===== src/rtl/dtt_pkg.sv =====
// ----------------------------------------------------------------------------
// dtt_pkg
// Types and constants of the deadline timer table.
// ----------------------------------------------------------------------------
`default_nettype none

package dtt_pkg;

   // most fire results one tick may produce
   localparam int MAX_FIRES = 16;
   localparam int FIRE_W    = $clog2(MAX_FIRES + 1);

   // index fields in the cell control beat cover the largest table (256)
   localparam int IDX_FIELD_W = 9;

   localparam logic CMD_TICK = 1'b0;
   localparam logic CMD_ADD  = 1'b1;

   localparam logic [1:0] KIND_FIRED = 2'd0;
   localparam logic [1:0] KIND_ADDED = 2'd1;
   localparam logic [1:0] KIND_FULL  = 2'd2;

   typedef struct packed {
      logic        command;
      logic [30:0] offset_seconds;
      logic [30:0] period_seconds;
      logic [7:0]  action_id;
      logic [31:0] param_tag;
   } req_type;

   typedef struct packed {
      logic [1:0]  result_kind;
      logic [7:0]  fired_action;
      logic [31:0] fired_param;
      logic        last;
   } rsp_type;

   typedef struct packed {
      logic [31:0] deadline;
      logic [30:0] period;
      logic [7:0]  action;
      logic [31:0] param;
   } entry_type;

   typedef struct packed {
      logic                   shift;
      logic [IDX_FIELD_W-1:0] hold_below;
      logic                   load;
      logic [IDX_FIELD_W-1:0] load_idx;
      entry_type              load_entry;
   } cell_ctrl_type;

   typedef enum logic [1:0] {
      ST_IDLE,
      ST_SCAN,
      ST_FLUSH
   } state_type;

endpackage

`default_nettype wire


===== src/rtl/dtt_cell.sv =====
// ----------------------------------------------------------------------------
// dtt_cell
// One timer entry slot of the chain. Loads a new entry when addressed by an
// add, otherwise takes its lower neighbor's entry on a shift unless it sits
// below the hold boundary.
// ----------------------------------------------------------------------------
`default_nettype none

module dtt_cell #(
   parameter int CELL_IDX = 0
) (
   input  wire                     clock,
   input  dtt_pkg::cell_ctrl_type  ctrl,
   input  dtt_pkg::entry_type      below,
   output dtt_pkg::entry_type      q
);
   import dtt_pkg::*;

   localparam logic [IDX_FIELD_W-1:0] MY_IDX = IDX_FIELD_W'(CELL_IDX);

   entry_type entry_ff;
   entry_type entry_in;

   always_comb begin
      entry_in = entry_ff;
      if (ctrl.load && ctrl.load_idx == MY_IDX) begin
         entry_in = ctrl.load_entry;
      end else if (ctrl.shift && MY_IDX >= ctrl.hold_below) begin
         entry_in = below;
      end
   end

   always_ff @(posedge clock) begin
      entry_ff <= entry_in;
   end

   assign q = entry_ff;

endmodule

`default_nettype wire


===== src/rtl/deadline_timer_table_core.sv =====
// ----------------------------------------------------------------------------
// deadline_timer_table_core
// Table of one-shot and periodic timers kept in a chain of entry cells.
// ----------------------------------------------------------------------------
// Usage:
//   req_* carries commands: an add appends an entry due at now + offset, a
//   tick advances the seconds counter (while enabled) and fires due entries.
//   rsp_* returns result beats; last marks the final beat of a command.
//   csr_* writes timer_enable; write it only while the block is idle.
// Latency / throughput:
//   An add answers in the cycle after acceptance and the next command may
//   follow as soon as that beat can be taken. An enabled tick scans the
//   table one entry per cycle while no fire beat stalls, as the cell chain
//   shifts one place toward the top cell, and then hands out the final
//   fire beat in a flush state when anything fired. A disabled tick is
//   absorbed with no result.
// Stalls: the scan holds in place whenever a fire beat cannot enter the
//   output register; results are never dropped.
// Reset: time, entry count and enable clear to zero; no clearing pass.
// ----------------------------------------------------------------------------
`default_nettype none

module deadline_timer_table_core #(
   parameter int TABLE_DEPTH = 16
) (
   input  wire               clock,
   input  wire               reset,
   input  wire               req_valid,
   output logic              req_ready,
   input  dtt_pkg::req_type  req_data,
   output logic              rsp_valid,
   input  wire               rsp_ready,
   output dtt_pkg::rsp_type  rsp_data,
   input  wire               csr_valid,
   output logic              csr_ready,
   input  wire               csr_data
);
   import dtt_pkg::*;

   localparam int CNT_W = $clog2(TABLE_DEPTH + 1);
   localparam int IDX_W = (TABLE_DEPTH > 1) ? $clog2(TABLE_DEPTH) : 1;

   state_type         state_ff, state_in;
   logic              enable_ff;
   logic [31:0]       now_ff;
   logic [CNT_W-1:0]  count_ff;
   logic [CNT_W-1:0]  kept_ff;
   logic [IDX_W-1:0]  step_ff;
   logic [FIRE_W-1:0] fired_ff;
   logic              pend_valid_ff;
   logic [7:0]        pend_action_ff;
   logic [31:0]       pend_param_ff;
   logic              rsp_valid_ff;
   rsp_type           rsp_data_ff;

   entry_type     cell_q   [TABLE_DEPTH];
   entry_type     chain_in [TABLE_DEPTH];
   entry_type     top_entry;
   entry_type     wrap_entry;
   cell_ctrl_type cell_ctrl;

   logic             can_load;
   logic             req_fire;
   logic             is_add;
   logic             tbl_full;
   logic             tick_start;
   logic [CNT_W:0]   pre_sum;
   logic             pre_slot;
   logic             examine;
   logic [31:0]      age;
   logic             due_hit;
   logic             remove;
   logic             need_out;
   logic             advance;
   logic             last_step;
   logic [CNT_W-1:0] kept_next;
   logic             rsp_load;
   rsp_type          rsp_next;

   // ---------------------------------------------------------------- cells
   assign top_entry = cell_q[TABLE_DEPTH-1];

   for (genvar g = 0; g < TABLE_DEPTH; g++) begin : g_cell
      if (g == 0) begin : g_first
         assign chain_in[g] = wrap_entry;
      end else begin : g_rest
         assign chain_in[g] = cell_q[g-1];
      end
      dtt_cell #(
         .CELL_IDX (g)
      ) u_cell (
         .clock (clock),
         .ctrl  (cell_ctrl),
         .below (chain_in[g]),
         .q     (cell_q[g])
      );
   end

   // ---------------------------------------------------------------- control
   assign can_load  = !rsp_valid_ff || rsp_ready;
   assign is_add    = (req_data.command == CMD_ADD);
   assign tbl_full  = (count_ff == CNT_W'(TABLE_DEPTH));
   assign last_step = (step_ff == IDX_W'(TABLE_DEPTH - 1));
   assign age       = now_ff - top_entry.deadline;

   // slots above the fill count pass through the top cell without a look
   assign pre_sum  = (CNT_W + 1)'(step_ff) + (CNT_W + 1)'(count_ff);
   assign pre_slot = (pre_sum < (CNT_W + 1)'(TABLE_DEPTH));

   always_comb begin
      state_in = state_ff;
      case (state_ff)
         ST_IDLE: begin
            if (req_fire && !is_add && enable_ff) begin
               state_in = ST_SCAN;
            end
         end
         ST_SCAN: begin
            if (advance && last_step) begin
               state_in = (pend_valid_ff || due_hit) ? ST_FLUSH : ST_IDLE;
            end
         end
         ST_FLUSH: begin
            if (can_load) begin
               state_in = ST_IDLE;
            end
         end
         default: state_in = ST_IDLE;
      endcase
   end

   always_comb begin
      req_ready  = (state_ff == ST_IDLE) && can_load;
      req_fire   = req_valid && req_ready;
      tick_start = req_fire && !is_add && enable_ff;
      examine    = (state_ff == ST_SCAN) && !pre_slot;
      due_hit    = examine && (fired_ff < FIRE_W'(MAX_FIRES)) && !age[31];
      remove     = due_hit && (top_entry.period == '0);
      need_out   = due_hit && pend_valid_ff;
      advance    = (state_ff == ST_SCAN) && (!need_out || can_load);
      kept_next  = kept_ff + CNT_W'(examine && !remove);

      // kept entries drop back in at the bottom; periodic hits are rearmed
      wrap_entry = top_entry;
      if (due_hit && !remove) begin
         wrap_entry.deadline = now_ff + {1'b0, top_entry.period};
      end

      cell_ctrl.shift      = advance;
      cell_ctrl.hold_below = remove ? IDX_FIELD_W'(kept_ff) : '0;
      cell_ctrl.load       = req_fire && is_add && !tbl_full;
      cell_ctrl.load_idx   = IDX_FIELD_W'(count_ff);
      cell_ctrl.load_entry.deadline = now_ff + {1'b0, req_data.offset_seconds};
      cell_ctrl.load_entry.period   = req_data.period_seconds;
      cell_ctrl.load_entry.action   = req_data.action_id;
      cell_ctrl.load_entry.param    = req_data.param_tag;

      rsp_load = 1'b0;
      rsp_next = rsp_data_ff;
      case (state_ff)
         ST_IDLE: begin
            if (req_fire && is_add) begin
               rsp_load              = 1'b1;
               rsp_next.result_kind  = tbl_full ? KIND_FULL : KIND_ADDED;
               rsp_next.fired_action = req_data.action_id;
               rsp_next.fired_param  = req_data.param_tag;
               rsp_next.last         = 1'b1;
            end
         end
         ST_SCAN: begin
            // a newer hit pushes the held one out; it cannot be the last
            if (advance && need_out) begin
               rsp_load              = 1'b1;
               rsp_next.result_kind  = KIND_FIRED;
               rsp_next.fired_action = pend_action_ff;
               rsp_next.fired_param  = pend_param_ff;
               rsp_next.last         = 1'b0;
            end
         end
         ST_FLUSH: begin
            if (can_load) begin
               rsp_load              = 1'b1;
               rsp_next.result_kind  = KIND_FIRED;
               rsp_next.fired_action = pend_action_ff;
               rsp_next.fired_param  = pend_param_ff;
               rsp_next.last         = 1'b1;
            end
         end
         default: begin
            rsp_load = 1'b0;
         end
      endcase
   end

   // ---------------------------------------------------------------- registers
   always_ff @(posedge clock) begin
      if (reset) begin
         state_ff      <= ST_IDLE;
         enable_ff     <= 1'b0;
         now_ff        <= '0;
         count_ff      <= '0;
         kept_ff       <= '0;
         step_ff       <= '0;
         fired_ff      <= '0;
         pend_valid_ff <= 1'b0;
         rsp_valid_ff  <= 1'b0;
      end else begin
         state_ff <= state_in;
         if (csr_valid) begin
            enable_ff <= csr_data;
         end
         if (tick_start) begin
            now_ff        <= now_ff + 32'd1;
            kept_ff       <= '0;
            step_ff       <= '0;
            fired_ff      <= '0;
            pend_valid_ff <= 1'b0;
         end
         if (cell_ctrl.load) begin
            count_ff <= count_ff + CNT_W'(1);
         end
         if (advance) begin
            kept_ff <= kept_next;
            step_ff <= step_ff + IDX_W'(1);
            if (due_hit) begin
               fired_ff      <= fired_ff + FIRE_W'(1);
               pend_valid_ff <= 1'b1;
            end
            if (last_step) begin
               count_ff <= kept_next;
            end
         end
         if (state_ff == ST_FLUSH && can_load) begin
            pend_valid_ff <= 1'b0;
         end
         if (rsp_load) begin
            rsp_valid_ff <= 1'b1;
         end else if (rsp_ready) begin
            rsp_valid_ff <= 1'b0;
         end
      end
   end

   always_ff @(posedge clock) begin
      if (advance && due_hit) begin
         pend_action_ff <= top_entry.action;
         pend_param_ff  <= top_entry.param;
      end
      if (rsp_load) begin
         rsp_data_ff <= rsp_next;
      end
   end

   assign rsp_valid = rsp_valid_ff;
   assign rsp_data  = rsp_data_ff;
   assign csr_ready = 1'b1;

endmodule

`default_nettype wire


===== config.mk =====
export PLATFORM = sky130hd
export DESIGN_NAME = deadline_timer_table_core
export DESIGN_NICKNAME = d
export VERILOG_FILES = /design/src/rtl/dtt_pkg.sv /design/src/rtl/dtt_cell.sv /design/src/rtl/deadline_timer_table_core.sv
export SDC_FILE = /design/constraint.sdc
export NUM_CORES = 2
export LEC_CHECK = 0
export ABC_AREA = 0
export BUFFER_PORTS_ARGS = -buffer_cell sky130_fd_sc_hd__buf_4
export CORE_MARGIN = 2
export CORE_UTILIZATION = 55
export DETAILED_ROUTE_END_ITERATION = 8
export PLACE_DENSITY = 0.71
export SYNTH_ARGS = -nofsm -noshare
export SYNTH_HDL_FRONTEND = slang
export SYNTH_HIERARCHICAL = 1
export SYNTH_SLANG_ARGS = --single-unit

===== constraint.sdc =====
create_clock -name clock -period 21.4 [get_ports clock]
set_clock_uncertainty 0.1 [all_clocks]
set_input_delay 4.28 -clock clock [delete_from_list [all_inputs] [get_ports clock]]
set_output_delay 4.28 -clock clock [all_outputs]
set_load 0.02 [all_outputs]

### After elaboration in Yosys (flattened, before gate mapping)

Cells that the tools add are included.
W data, S select, Z words.

| word-level totals | value |
|---|---|
| register bits after elaboration | 1787 |
| bits of input ports | 109 |
| output and inout bits | 46 |
| logic and storage cells | 278 |

| operators by class | value |
|---|---|
| $add $sub $neg | 9 |
| order comparisons | 18 |
| equal/unequal tests | 24 |
| mux-type cells | 63 |
| reduce and logical (&&, ||, !) cells | 85 |

Operators with widths:

| operator | count |
|---|---|
| $mux W103 | 32 |
| $mux W43 | 3 |
| $pmux W43 S3 | 1 |
| $add A32 B31 Y32 | 2 |
| $logic_and A1 B1 Y1 | 50 |
| $mux W5 | 9 |
| $eq A5 B4 Y1 const B | 8 |
| $ge A4 B5 Y1 const A | 8 |
| $reduce_bool A2 Y1 | 18 |
| $add A32 B1 Y32 const B | 1 |
| $mux W32 | 1 |
| $sub A32 B32 Y32 | 1 |
| $logic_not A31 Y1 | 1 |
| $eq A5 B3 Y1 const B | 4 |
| $ge A3 B5 Y1 const A | 4 |
| $add A5 B1 Y5 const B | 2 |
| $eq A5 B2 Y1 const B | 2 |
| $ge A1 B5 Y1 const A | 2 |
| $ge A2 B5 Y1 const A | 2 |
| $mux W2 | 5 |
| $logic_not A9 Y1 | 1 |
| $mux W1 | 8 |
| $mux W4 | 2 |
| $logic_not A1 Y1 | 7 |
| other kinds (20) | 25 |

### Depth between registers and ports, before layout

| depth | value |
|---|---|
| depth after elaboration | 14 |
| gate-level depth with buffers | 16 |
| mapped depth without buffers | 16 |

### Hierarchy

Netlist, hierarchy kept.

By module, submodules not included:

| module | times used | cells each | area each (sq um) | sequential area each (sq um) |
|---|---|---|---|---|
| deadline_timer_table_core | 1 | 1175 | 10262.3 | 3613.5 |
| dtt_cell at g_cell[4].u_cell ... | 2 | 224 | 4625.7 | 3093.0 |
| dtt_cell at g_cell[11].u_cell ... | 2 | 224 | 4616.9 | 3093.0 |
| dtt_cell at g_cell[2].u_cell | 1 | 225 | 4626.9 | 3093.0 |
| dtt_cell at g_cell[10].u_cell | 1 | 225 | 4624.4 | 3093.0 |
| dtt_cell at g_cell[12].u_cell | 1 | 224 | 4623.2 | 3093.0 |
| dtt_cell at g_cell[3].u_cell | 1 | 225 | 4623.2 | 3093.0 |
| dtt_cell at g_cell[1].u_cell | 1 | 223 | 4621.9 | 3093.0 |
| dtt_cell at g_cell[6].u_cell | 1 | 224 | 4620.7 | 3093.0 |
| dtt_cell at g_cell[5].u_cell | 1 | 224 | 4619.4 | 3093.0 |
| dtt_cell at g_cell[9].u_cell | 1 | 224 | 4618.2 | 3093.0 |
| dtt_cell at g_cell[13].u_cell | 1 | 224 | 4615.7 | 3093.0 |
| dtt_cell at g_cell[7].u_cell | 1 | 222 | 4613.2 | 3093.0 |
| dtt_cell at g_cell[15].u_cell | 1 | 224 | 4405.5 | 3093.0 |
| dtt_cell at g_cell[0].u_cell | 1 | 224 | 4386.7 | 3093.0 |

### Least setup slack after synthesis

Ideal clock, no wire load.

| timing path | value |
|---|---|
| path kind | input to register |
| from | input rsp_ready |
| to | register g_cell[7].u_cell.entry_ff (netlist bit g_cell[7].u_cell/q[0]) (enable) |
| setup time | 0.844 ns |
| arrival time | 16.045 ns |
| data required time | 20.456 ns |
| setup slack | 4.411 ns |
| stages | 7 |
| path buffers | 0 |
| path through | nor2b_1 and2_1 o21ai_2 nand2_1 inv_1 or4b_2 o41ai_1 |

| on the way | value |
|---|---|
| elaborated cells on any way between the ends | 10 |
| those cells by class | reduce/logical: 10 |

RTL lines:

| item | line | source |
|---|---|---|
| start: declaration | deadline_timer_table_core.sv:32 | `input wire rsp_ready,` |
| $logic_or A1 B1 Y1 | deadline_timer_table_core.sv:100 | `assign can_load = !rsp_valid_ff \|\| rsp_ready;` |
| $logic_or A1 B1 Y1 | deadline_timer_table_core.sv:140 | `advance = (state_ff == ST_SCAN) && (!need_out \|\| can_load);` |
| $logic_and A1 B1 Y1 | deadline_timer_table_core.sv:140 |  |
| net advance | deadline_timer_table_core.sv:74 | `logic advance;` |
| $logic_and A1 B1 Y1 | dtt_cell.sv:28 | `end else if (ctrl.shift && MY_IDX >= ctrl.hold_below) begin` |
| $reduce_bool A2 Y1 (no line) | n/a |  |
| end signal: assignment | dtt_cell.sv:34 | `entry_ff <= entry_in;` |
| end: declaration | dtt_cell.sv:21 | `entry_type entry_ff;` |

The timed path passes the listed nets, and every way through them passes these cells.
A chain may end at the register's enable or synchronous reset.

### Final worst setup path

| timing path | value |
|---|---|
| from | input rsp_ready |
| to | output req_ready |

| on the way | value |
|---|---|
| cells in the longest elaborated chain, start to end | 2 |

Ends and longest elaborated chain:

| item | line | source |
|---|---|---|
| $logic_or A1 B1 Y1 | deadline_timer_table_core.sv:100 |  |
| $logic_and A1 B1 Y1 | deadline_timer_table_core.sv:133 | `req_ready = (state_ff == ST_IDLE) && can_load;` |
| end: declaration | deadline_timer_table_core.sv:29 | `output logic req_ready,` |

No other way between the ends.

==> summary.md <==
| Metric | Value |
|---|---|
| Outcome | completed |
| Die Span Y | 394.2 um |
| Clock Path Buffers | 3 |
| # H-tree levels | 4 |
| Clk_lat worst skew | 0.81 ns |
| Die X | 394.2 um |
| Worst Hold Depth | 0 |
| PortBufs | 153 |
| Drt total wl | between 150000 and 200000 um |
| Vias in the first global route | ~44000 |
| Clk slew on worst S/H paths | 0.06 ns |
| Max Fclk | 106.2 MHz |
| CP max FO | 5 |
| Hold/Removal Path Class | flop to flop |
| CTS Buf Count | between 150 and 200 |
| Least-Margin Pin Slew | 1.357 ns |
| RSZ-0062 raised after global routing | false |
| Yosys warns | 6 |
| Vias per std cell | between 6 and 7 |
| CP endpoint kind | output port |
| Crit path time final | about 9.4 ns |
| Commonest non-fill, non-tap cell in the layout | edfxtp_1 |
| Root Buffer | clkbuf_16 |
| Hold-fix buffers, CTS | 0 |
| Fin Hold WS | 0.3530 ns |
| Synth unique cells | 80 |
| Post-CTS Setup Bufs | 0 |
| Synth Instances | 4759 |
| Setup_tns | 0 ns |
| Post-route non-filler standard cell count | 7266 |
| FFs w/ async S/R, synth | 0% |
| Hold Fails Final Rpt | 0 |
| Power per cell area | ~80 mW/mm2 |
| Rows | approximately 140 |
| Die area | 0.1554 mm2 |
| Nets | 5304 |
| Leak | 35.33 nW |
| Primary FF master, synth | edfxtp_1 |
| Routability cong. | 0.8708 |
| Most frequent cells in the layout | edfxtp_1, mux2_4, mux2_2 |
| Worst Setup Start Kind | primary input |
| Relative slew slack | a little under a tenth |
| Post-route setup slack | 11.98 ns |
| Post-CTS sizing | 0 |
| Syn Area/Cell | 17.60 um2 |
| Worst IR Drop VDD | 0.08688 mV |
| IO Pins | 155 |
| CTS tree | done |
| Place WS | 12.01 ns |
| HPWL after DPL | 103600 um |
| Crit path arrival time | 5.04 ns |
| Initial antenna violation count | 4 |
| WP data required | 17.02 ns |
| Drt wl/cell | 27.29 um |
| DRT iter0 DRCs | around 4000 |
| Sequential area share after synthesis | 63.41% |
| 1st-pass router iterations | 7 |
| Largest net degree at the start of global routing | around 110 |
| Tcrit/Tclk final | 44.01% |
| EDFF count, synth | around 1700 |
| # setup viols final | 0 |
| Share of cells above drive strength 1 | ~41% |
| First-pass GRT wire length | 294400 um |
| Worst setup path category | primary input to output port |
| Register bit total from synthesis | between 1500 and 2000 |
| Max-cap violation count | 0 |
| Remaining Overflow, GRT | 0 |
| # clock sinks | between 1500 and 2000 |
| Slew Limit Fails | 0 |
| DRC viols | 0 |
| GRT Util Overall | 25.21% |
| Fill cell count | 10875 |
| DP Cell Count | 6930 |
| Reg area | ~0.053 mm2 |
| Layout Utilization | 61.41% |
| Via count | around 44000 |
| Post-Syn Area | between 0.08 and 0.09 mm2 |
| R2R depth | 13 |
| Initial Util | about 55% |
| Post-DRT Antenna Nets | 0 |
| Core ar. | approximately 0.15 mm2 |
| Multi-input combinational cell area | 0.02925 mm2 |
| P&R area growth vs syn | 11.13% |
-- critical path: stages --
cell,delay [ns]
buf_4,0.12
nand2b_1,0.21
nand2_1,0.20
inv_1,0.07
buf_4,0.16
-- worst paths after layout --
path,start,end,slack [ns]
setup / recovery,rsp_ready,req_ready,11.98
setup reg to reg,now_ff[20],g_cell[9].u_cell/q[90],15.14
hold / removal,g_cell[15].u_cell/q[39],pend_action_ff[7],0.35
hold reg to reg,g_cell[15].u_cell/q[39],pend_action_ff[7],0.35
-- power breakdown --
part           total (mW)  switching, mW  internal (mW)
logic               0.385          0.268          0.117
registers            3.90         0.0202           3.88
clock network        3.17           1.37           1.80
total                7.46           1.66           5.80
-- cells in the mapped netlist, types with 43 or more instances --
cell type	count	area (um2)
mux2_2	765	8615
mux2_4	828	12430
o21ai_0	105	525.5
dfxtp_1	56	1121
buf_6	98	1104
nor2_1	79	296.5
edfxtp_1	1731	51980
nand2_1	129	484.2
ha_1	107	1339
inv_1	108	405.4
xnor2_1	44	385.4
a21oi_1	77	385.4
nor4_1	43	269.0
buf_2	65	325.3
mux2_1	59	664.4
-- sequential cells by signal (all words and copies together), names as in the netlist --
name and cells:
g_cell.u_cell/q 1648, kept_ff 5, rsp_data 43, rsp_valid 1
now_ff 32, enable_ff 1, state_ff 2, pend_valid_ff 1
pend_action_ff 8, pend_param_ff 32, fired_ff 5, count_ff 5
step_ff 4
-- through the flow --
step | total power [mW] | instance area [um2]
final | 7.456 | 93070
after global routing | 7.673 | 93070
after global placement | 4.350 | 87160
after detailed placement | 4.358 | 87160
after floorplan | 4.179 | 84220
after CTS | 7.510 | 93050
-- final cells by class --
class                      instances  area share [%]
multi-input combinational       2777           31.43
sequential                      1787           57.05
clock buffer                     221           5.141
inverter                         108          0.4356
antenna                            1        0.002689
timing repair buffer             228           2.027
tap                             2030           2.729
clock inverter                   114           1.179
-- layer usage --
layer	track usage, %	vias to the layer above	routed length [um]
li1	-	19147	-
met5	0.4002	-	112
met3	4.017	307	12450
met4	6.431	6	4466
met1	36.78	23265	88980
met2	39.58	1497	92300
-- logic make-up (layout without fill, tap and decap cells) --
logic type / Yosys count / count (layout) / share of synthesized area (%)
xor+xnor: 75 / 75 / 0.7844
mux: 1668 / 1668 / 26.12
other cells: 2 / 130 / 0.008968
compound gates: 336 / 336 / 2.582
fa+ha+maj: 109 / 109 / 1.646
flops: 1787 / 1787 / 63.41
simple gates: 460 / 460 / 2.957
buf+inv: 322 / 671 / 2.500
(Power assumes the default switching activity.)
